`config.mk`:
```
export PLATFORM = sky130hd
export DESIGN_NAME = force_knot_linear_interpolator
export DESIGN_NICKNAME = d
export VERILOG_FILES = /design/src/fkli_pkg.sv /design/src/force_knot_linear_interpolator.sv /design/src/fkli_frac_div.sv
export SDC_FILE = /design/constraint.sdc
export NUM_CORES = 2
export LEC_CHECK = 0
export BUFFER_PORTS_ARGS = -buffer_cell sky130_fd_sc_hd__buf_2
export CAP_MARGIN = 20
export CORE_MARGIN = 2
export CORE_UTILIZATION = 55
export DETAILED_ROUTE_END_ITERATION = 12
export PLACE_DENSITY_LB_ADDON = 0.15
export SYNTH_ARGS = -nofsm -noshare
export SYNTH_HDL_FRONTEND = slang
export SYNTH_SLANG_ARGS = --single-unit
```
`constraint.sdc`:
```
create_clock -name clk -period 12.01 [get_ports clk]
set_clock_uncertainty 0.15 [all_clocks]
set_input_delay 1.201 -clock clk [delete_from_list [all_inputs] [get_ports clk]]
set_output_delay 1.201 -clock clk [all_outputs]
set_load 0.03 [all_outputs]
```
`src/fkli_pkg.sv`:
```
`default_nettype none

package fkli_pkg;

  // planner horizon and vector size
  localparam int HORIZON     = 10;
  localparam int COMPONENTS  = 12;
  localparam int STORE_DEPTH = HORIZON * COMPONENTS;
  localparam int STORE_AW    = $clog2(STORE_DEPTH);
  localparam int COMP_CW     = (COMPONENTS > 1) ? $clog2(COMPONENTS) : 1;

  // field widths
  localparam int IDX_W   = 4;
  localparam int DATA_W  = 32;
  localparam int TIME_W  = 32;
  localparam int SEG_W   = 20;
  localparam int FRAC_W  = 16;

  localparam logic [SEG_W-1:0] SEG_RESET = SEG_W'(25000);

  // action codes
  localparam logic ACT_WRITE = 1'b0;
  localparam logic ACT_QUERY = 1'b1;

  typedef struct packed {
    logic                     action;
    logic [IDX_W-1:0]         knot_index;
    logic [IDX_W-1:0]         component_index;
    logic signed [DATA_W-1:0] force_value;
    logic [TIME_W-1:0]        time_now;
  } item_t;

  typedef struct packed {
    logic [IDX_W-1:0]         out_component;
    logic signed [DATA_W-1:0] force_out;
    logic                     last;
    logic                     late_error;
  } result_t;

endpackage

`default_nettype wire

```
`src/force_knot_linear_interpolator.sv`:
```
`default_nettype none

// write beat: no result, busy stays low
// query beat: classify, then the 16-step fraction divider, then per component a
//   read of the lower and of the upper knot on the knot memory's single read port,
//   a multiply on the shared multiplier and an add; late query: zero force, late_error
// results leave one per strobe; the receiver cannot stall
// synchronous reset: start time 0, segment 25000, knot memory left undefined

module force_knot_linear_interpolator
  import fkli_pkg::*;
(
  input  wire logic             clk,
  input  wire logic             rst,
  input  wire logic             start,
  output logic                  busy,
  input  wire item_t            item,
  input  wire logic             cfg_write,
  input  wire logic [SEG_W-1:0] cfg_data,
  output logic                  strobe,
  output result_t               result
);

  // sequencer states
  typedef enum logic [7:0] {
    S_IDLE  = 8'b0000_0001,
    S_CLASS = 8'b0000_0010,
    S_DIV   = 8'b0000_0100,
    S_RDA   = 8'b0000_1000,
    S_RDB   = 8'b0001_0000,
    S_MUL   = 8'b0010_0000,
    S_ADD   = 8'b0100_0000,
    S_LATE  = 8'b1000_0000
  } state_t;

  state_t state;

  // configuration and timing state
  logic [SEG_W-1:0]  segment_ticks;
  logic [TIME_W-1:0] start_time;
  logic [TIME_W-1:0] elapsed;

  // knot memory, one registered read port
  logic [DATA_W-1:0]   mem [STORE_DEPTH];
  logic [DATA_W-1:0]   rdata;
  logic [STORE_AW-1:0] rd_addr;
  logic [STORE_AW-1:0] wr_addr;
  logic                wr_ok;

  // per-query working registers
  logic [STORE_AW-1:0]      base;
  logic [COMP_CW-1:0]       comp;
  logic [DATA_W-1:0]        a_reg;
  logic signed [47:0]       prod;

  // combinational helpers
  logic               accept;
  logic [SEG_W-1:0]   seg;
  logic               in_first;
  logic               in_second;
  logic [SEG_W-1:0]   div_dividend;
  logic               div_go;
  logic               div_done;
  logic [FRAC_W-1:0]  frac;
  logic signed [DATA_W:0]  knot_diff;
  logic signed [49:0]      mul_full;
  logic [DATA_W-1:0]       blended;
  logic                    comp_last;

  assign busy   = (state != S_IDLE);
  assign accept = start && !busy;

  // a zero segment behaves as one tick
  assign seg = (segment_ticks == '0) ? SEG_W'(1) : segment_ticks;

  // which segment the elapsed time falls in
  assign in_first  = elapsed < {{(TIME_W-SEG_W){1'b0}}, seg};
  assign in_second = elapsed < {{(TIME_W-SEG_W-1){1'b0}}, seg, 1'b0};

  // remainder within the segment fits the segment width for any time in the first two segments
  assign div_dividend = in_first ? elapsed[SEG_W-1:0]
                                 : SEG_W'(elapsed - {{(TIME_W-SEG_W){1'b0}}, seg});
  assign div_go = (state == S_CLASS) && in_second;

  fkli_frac_div u_div (
    .clk      (clk),
    .rst      (rst),
    .go       (div_go),
    .dividend (div_dividend),
    .divisor  (seg),
    .done     (div_done),
    .quotient (frac)
  );

  // write address and range check
  assign wr_addr = STORE_AW'(int'(item.knot_index) * COMPONENTS)
                 + STORE_AW'(item.component_index);
  assign wr_ok   = (int'(item.knot_index) < HORIZON)
                && (int'(item.component_index) < COMPONENTS);

  // lower knot on the first read, upper knot on the second
  always_comb begin
    case (state)
      S_RDB:   rd_addr = base + STORE_AW'(COMPONENTS) + STORE_AW'(comp);
      default: rd_addr = base + STORE_AW'(comp);
    endcase
  end

  always_ff @(posedge clk) begin
    if (accept && item.action == ACT_WRITE && wr_ok) begin
      mem[wr_addr] <= item.force_value;
    end
    rdata <= mem[rd_addr];
  end

  // blend: a + floor((b - a) * frac / 2^16), exact and always between a and b
  assign knot_diff = $signed({rdata[DATA_W-1], rdata}) - $signed({a_reg[DATA_W-1], a_reg});
  assign mul_full  = knot_diff * $signed({1'b0, frac});
  assign blended   = a_reg + DATA_W'(prod[47:FRAC_W]);
  assign comp_last = (comp == COMP_CW'(COMPONENTS - 1));

  // configuration register and start time
  always_ff @(posedge clk) begin
    if (rst) begin
      segment_ticks <= SEG_RESET;
      start_time    <= '0;
    end else begin
      if (cfg_write) begin
        segment_ticks <= cfg_data;
      end
      // knot 0 component 0 marks the start of the plan
      if (accept && item.action == ACT_WRITE && wr_ok
          && item.knot_index == '0 && item.component_index == '0) begin
        start_time <= item.time_now;
      end
    end
  end

  // sequencer
  always_ff @(posedge clk) begin
    if (rst) begin
      state  <= S_IDLE;
      strobe <= 1'b0;
    end else begin
      strobe <= 1'b0;
      case (state)
        S_IDLE: begin
          if (accept && item.action == ACT_QUERY) begin
            state <= S_CLASS;
          end
        end
        S_CLASS: begin
          state <= in_second ? S_DIV : S_LATE;
        end
        S_DIV: begin
          if (div_done) begin
            state <= S_RDA;
          end
        end
        S_RDA:   state <= S_RDB;
        S_RDB:   state <= S_MUL;
        S_MUL:   state <= S_ADD;
        S_ADD: begin
          strobe <= 1'b1;
          state  <= comp_last ? S_IDLE : S_RDA;
        end
        S_LATE: begin
          strobe <= 1'b1;
          if (comp_last) begin
            state <= S_IDLE;
          end
        end
        default: state <= S_IDLE;
      endcase
    end
  end

  // datapath registers
  always_ff @(posedge clk) begin
    case (state)
      S_IDLE: begin
        // elapsed time saturates at zero before the start
        elapsed <= (item.time_now >= start_time) ? (item.time_now - start_time) : '0;
        comp    <= '0;
      end
      S_CLASS: begin
        base <= in_first ? '0 : STORE_AW'(COMPONENTS);
      end
      S_RDB: begin
        a_reg <= rdata;
      end
      S_MUL: begin
        prod <= mul_full[47:0];
      end
      S_ADD: begin
        result.out_component <= IDX_W'(comp);
        result.force_out     <= blended;
        result.last          <= comp_last;
        result.late_error    <= 1'b0;
        comp                 <= comp + 1'b1;
      end
      S_LATE: begin
        result.out_component <= IDX_W'(comp);
        result.force_out     <= '0;
        result.last          <= comp_last;
        result.late_error    <= 1'b1;
        comp                 <= comp + 1'b1;
      end
      default: begin
      end
    endcase
  end

endmodule

`default_nettype wire

```
`src/fkli_frac_div.sv`:
```
`default_nettype none

module fkli_frac_div
  import fkli_pkg::*;
(
  input  wire logic              clk,
  input  wire logic              rst,
  input  wire logic              go,
  input  wire logic [SEG_W-1:0]  dividend,
  input  wire logic [SEG_W-1:0]  divisor,
  output logic                   done,
  output logic [FRAC_W-1:0]      quotient
);

  localparam int CNT_W = $clog2(FRAC_W);

  logic [SEG_W-1:0]  rem;
  logic [CNT_W-1:0]  cnt;
  logic              run;
  logic [SEG_W:0]    shifted;
  logic              fits;
  logic [SEG_W:0]    diff;

  // one restoring step: remainder stays below the divisor
  assign shifted = {rem, 1'b0};
  assign fits    = shifted >= {1'b0, divisor};
  assign diff    = shifted - {1'b0, divisor};

  always_ff @(posedge clk) begin
    if (rst) begin
      run  <= 1'b0;
      done <= 1'b0;
      cnt  <= '0;
    end else begin
      done <= 1'b0;
      if (go) begin
        run <= 1'b1;
        cnt <= '0;
      end else if (run) begin
        cnt <= cnt + 1'b1;
        if (cnt == CNT_W'(FRAC_W - 1)) begin
          run  <= 1'b0;
          done <= 1'b1;
        end
      end
    end
  end

  always_ff @(posedge clk) begin
    if (go) begin
      rem      <= dividend;
      quotient <= '0;
    end else if (run) begin
      rem      <= fits ? diff[SEG_W-1:0] : shifted[SEG_W-1:0];
      quotient <= {quotient[FRAC_W-2:0], fits};
    end
  end

endmodule

`default_nettype wire

```
==> flow_results.org <==
** STA
- Timing would allow up to 0.101 GHz.
- Unrepaired setup endpoints after global routing :: no
- The worst pin sits at a relative slew slack of 0.243.
- At the pin with the least slew margin, the transition time is 1.13 ns.
- Number of max-slew violations in the final report :: 0
- Final hold violation count :: 0
- Setup violations remaining at the end of the flow were counted as 0.
- In the finished design, the share of the clock period the worst path needs comes to 0.825.
- Post-route minimum period :: 9.91 ns
- Setup total negative slack on the finished layout was measured at 0 ns.

** Clock network
- CTS built an H-tree with a depth of 4.
- Clock latency on the worst-skew pair :: 0.87 ns
- TritonCTS clock tree :: yes
- Master cell of the clock root buffer :: sky130_fd_sc_hd__clkbuf_16
- The clock passes through at most 3 buffers.
- Buffers added to address setup during post-CTS repair amount to 0.
- Resize count post-CTS :: 0
- Counting every sink on the clock net gives 2322.
- Clk pin slew, worst setup/hold paths :: 0.06 ns
- Number of hold-repair buffers added at the cts stage :: 0
- Clock tree synthesis inserted a total of 229 buffers.

** Worst setup path
- In this run the worst path has a maximum fanout of 16.
- Crit-path max cell delay :: 0.68 ns
- Nature of the critical path startpoint :: flop
- The worst setup path is of the flop to flop kind.
- The cell that appears most often on the critical path is sky130_fd_sc_hd__fa_1.
- Data arrives at the worst endpoint at 10.35 ns.
- The largest individual stage delay along the critical path comes from the cell sky130_fd_sc_hd__a211oi_1.
- Data required time of the critical path :: 12.46 ns
- The worst setup path is captured at a flop.

** Global routing
- For met1 alone, demand over resource in global routing was 0.378.
- The number of antenna violations at the first check in global routing was 23.
- The via count of the first global-routing pass came to 63.6k.
- Entering global routing, the biggest net connects 94 pins.
- In the global route stage, met2 resource usage came out at 0.453.
- The first global-routing pass estimated 418 mm of wire.
- GRT Overall Usage :: 0.273
- M3 GR Usage :: 0.0432
- GR peak layer :: met2
- Global routing finished with a remaining overflow of 0.

** Placement
- Port Buffer Count :: 136
- GP Congestion :: 0.884
- In this run, placement finished with an instance count of 9534.
- Detailed placement finished with a half-perimeter wire length of 165 mm.

** Logic synthesis
- Post-Syn Area :: 0.113 mm²
- Synthesized area per cell :: 16.3 µm²
- The synthesized design contains 2322 register bits.
- Share of flip-flops with an asynchronous set or reset :: 0
- Number of enable-type register cells in the synthesized netlist :: 2207
- Cell count after synthesis :: 6889
- Sequential-to-total area share from yosys stat :: 0.609
- Cell type contributing the most total cell area after synthesis :: sky130_fd_sc_hd__edfxtp_1
- Total nets after synthesis :: 7760
- Yosys warnings :: 0
- The share of synthesized area in the top cell type comes to 0.588.
- Count of cell types in the netlist :: 83
- By area the synthesized netlist is led by sky130_fd_sc_hd__edfxtp_1 59%, sky130_fd_sc_hd__mux4_2 13%, sky130_fd_sc_hd__fa_1 8.7%.
- In the synthesized netlist the dominant register cell turns out to be sky130_fd_sc_hd__edfxtp_1.

** Die
- Area of the core region :: 0.204 mm²
- The die is 457 µm wide.
- In this run the count of I/O pins placed on the die edge is 137.
- Cell row count :: 166
- For this configuration, the core starts out at a cell density of 0.552.
- Y dimension of the die :: 457 µm
- Area of the die :: 0.208 mm²

** Drt
- Antenna Nets Post-Route :: 0
- Routed wire length :: 281 mm
- Via count :: 61.5k
- After detailed routing, the number of vias per cell comes to 6.16.
- Post-route DRC :: 0
- Per-cell routed wire length :: 28.1 µm
- After the first detailed-routing iteration, the DRC count stood at 6619.
- Router iterations before antenna repair :: 8

** Cells and area
- Non-filler cells in the finished layout :: 9991
- Leading registers by flop count :: mem: 2048 flops, result: 38 flops
- Number of flip-flops in the largest register :: 2048
- Ranked by flip-flop count, first place goes to mem.
- Area added between synthesis and finish :: 11.1%
- Final layout net count :: 7968
- In the final layout, the share of cells above drive strength 1 is 0.189.
- Filler Cells Inserted :: 14.8k

** Hold path
- The worst hold path belongs to the class flop to flop.

** Pwr
- Max IR drop VDD :: 0.151 mV
- Leak pwr :: 44.3 nW
- Power per Cell Area :: 180 mW/mm²
- Power after layout :: 22.6 mW

** Outcome
- Result of the run :: finished, final reports clean

** Run
- The tool flagged a number of max-cap violations equal to 0.
layout by cell type, fill, tap and decap left out, types with 64 or more instances in the layout:
cell / instances
sky130_fd_sc_hd__o21ai_0: 91
sky130_fd_sc_hd__fa_1: 492
sky130_fd_sc_hd__inv_1: 706
sky130_fd_sc_hd__buf_4: 127
sky130_fd_sc_hd__buf_2: 136
sky130_fd_sc_hd__edfxtp_1: 2207
sky130_fd_sc_hd__a22oi_1: 64
sky130_fd_sc_hd__xnor2_1: 89
sky130_fd_sc_hd__clkbuf_1: 64
sky130_fd_sc_hd__dfxtp_1: 106
sky130_fd_sc_hd__ha_1: 282
sky130_fd_sc_hd__a21oi_1: 160
sky130_fd_sc_hd__and2_1: 218
sky130_fd_sc_hd__clkbuf_16: 232
sky130_fd_sc_hd__mux4_2: 640
sky130_fd_sc_hd__nor2_1: 200
sky130_fd_sc_hd__nor2_4: 66
sky130_fd_sc_hd__nand2_1: 466
power by group:
group          internal, mW  switching (mW)  total, mW
Sequential             9.06           0.118       9.18
Clock                  4.02            3.06       7.08
Combinational          2.58            3.73       6.30
area by class of cell:
class	instances	area, µm²	area share
well taps	2688	3360	0.0269
multi-input cells	3541	40700	0.325
flip-flops and latches	2322	68600	0.548
diodes	11	27.5	0.000220
clock buffers	304	6160	0.0492
clock inverters	122	1320	0.0105
inverters	709	2660	0.0213
repair buffers	294	2300	0.0184
synth_stat cells (17+ instances only):
library cell               instances
sky130_fd_sc_hd__a211oi_1         21
sky130_fd_sc_hd__a21o_1           59
sky130_fd_sc_hd__a21oi_1         162
sky130_fd_sc_hd__a22oi_1          64
sky130_fd_sc_hd__a31oi_1          35
sky130_fd_sc_hd__and2_1          219
sky130_fd_sc_hd__and3_1           41
sky130_fd_sc_hd__buf_1            21
sky130_fd_sc_hd__buf_2            66
sky130_fd_sc_hd__clkbuf_1        223
sky130_fd_sc_hd__dfxtp_1         115
sky130_fd_sc_hd__edfxtp_1       2207
sky130_fd_sc_hd__fa_1            492
sky130_fd_sc_hd__ha_1            282
sky130_fd_sc_hd__inv_1           707
sky130_fd_sc_hd__mux2i_1          62
sky130_fd_sc_hd__mux4_2          640
sky130_fd_sc_hd__nand2_1         466
sky130_fd_sc_hd__nand2b_1         29
sky130_fd_sc_hd__nand3_1          55
sky130_fd_sc_hd__nand4_1          31
sky130_fd_sc_hd__nor2_1          269
sky130_fd_sc_hd__nor2b_1          51
sky130_fd_sc_hd__nor3_1           45
sky130_fd_sc_hd__o211ai_1         23
sky130_fd_sc_hd__o21a_1           34
sky130_fd_sc_hd__o21ai_0          92
sky130_fd_sc_hd__o21bai_1         17
sky130_fd_sc_hd__o22ai_1          21
sky130_fd_sc_hd__xnor2_1         100
sky130_fd_sc_hd__xor2_1           48
critical path: cells and delay by family, from the launching register on:
| kind | cells | cell delay [ns] |
|---|---|---|
| flip-flops | 1 | 0.41 |
| AND/OR/NAND/NOR | 3 | 0.99 |
| XOR/XNOR | 1 | 0.09 |
| buffers and inverters | 3 | 0.15 |
| AO/OA/AOI/OAI | 14 | 3.88 |
| adder cells (fa/ha/maj) | 9 | 4.01 |
per-stage QoR:
| stage | utilization | worst slack [ns] | area (µm²) | hold slack [ns] |
|---|---|---|---|---|
| 2_1_floorplan | - | 3.55 | 113000 | 0.258 |
| 3_5_place_dp | 0.574 | 2.11 | 117000 | 0.286 |
| 6_report | 0.613 | 2.10 | 125000 | 0.283 |
| 4_1_cts | 0.611 | 2.12 | 125000 | 0.297 |
| 3_3_place_gp | 0.574 | 2.19 | 117000 | 0.271 |
| 5_1_grt | 0.613 | 1.50 | 125000 | 0.311 |
final timing paths:
kind | start | to | slack [ns] | cells after the start
max | a_reg[0]$_DFFE_PP_ | prod[47]$_DFFE_PN_ | 2.10 | 30
min | rdata[2]$_DFF_P_ | a_reg[2]$_DFFE_PP_ | 0.28 | 0
max reg2reg | a_reg[0]$_DFFE_PP_ | prod[47]$_DFFE_PN_ | 2.10 | 30
min reg2reg | rdata[2]$_DFF_P_ | a_reg[2]$_DFFE_PP_ | 0.28 | 0
cell families after synthesis:
kind of cell,after synthesis,synth area share
DFF,2322,0.609
and+or+nand+nor,1273,0.0539
buffers and inverters,1026,0.0353
adders and majority gates,777,0.119
muxes,704,0.134
AOI/OAI and AO/OA,638,0.0376
xor gates and xnor gates,149,0.0117
metal layers:
layer  vias up  share of wire
met1     32300           0.40
met3       483          0.078
met5         -        0.00010
met2      2576           0.49
met4         6          0.030
li1      26200              -
No activity file was read; power rests on OpenSTA's default activity.
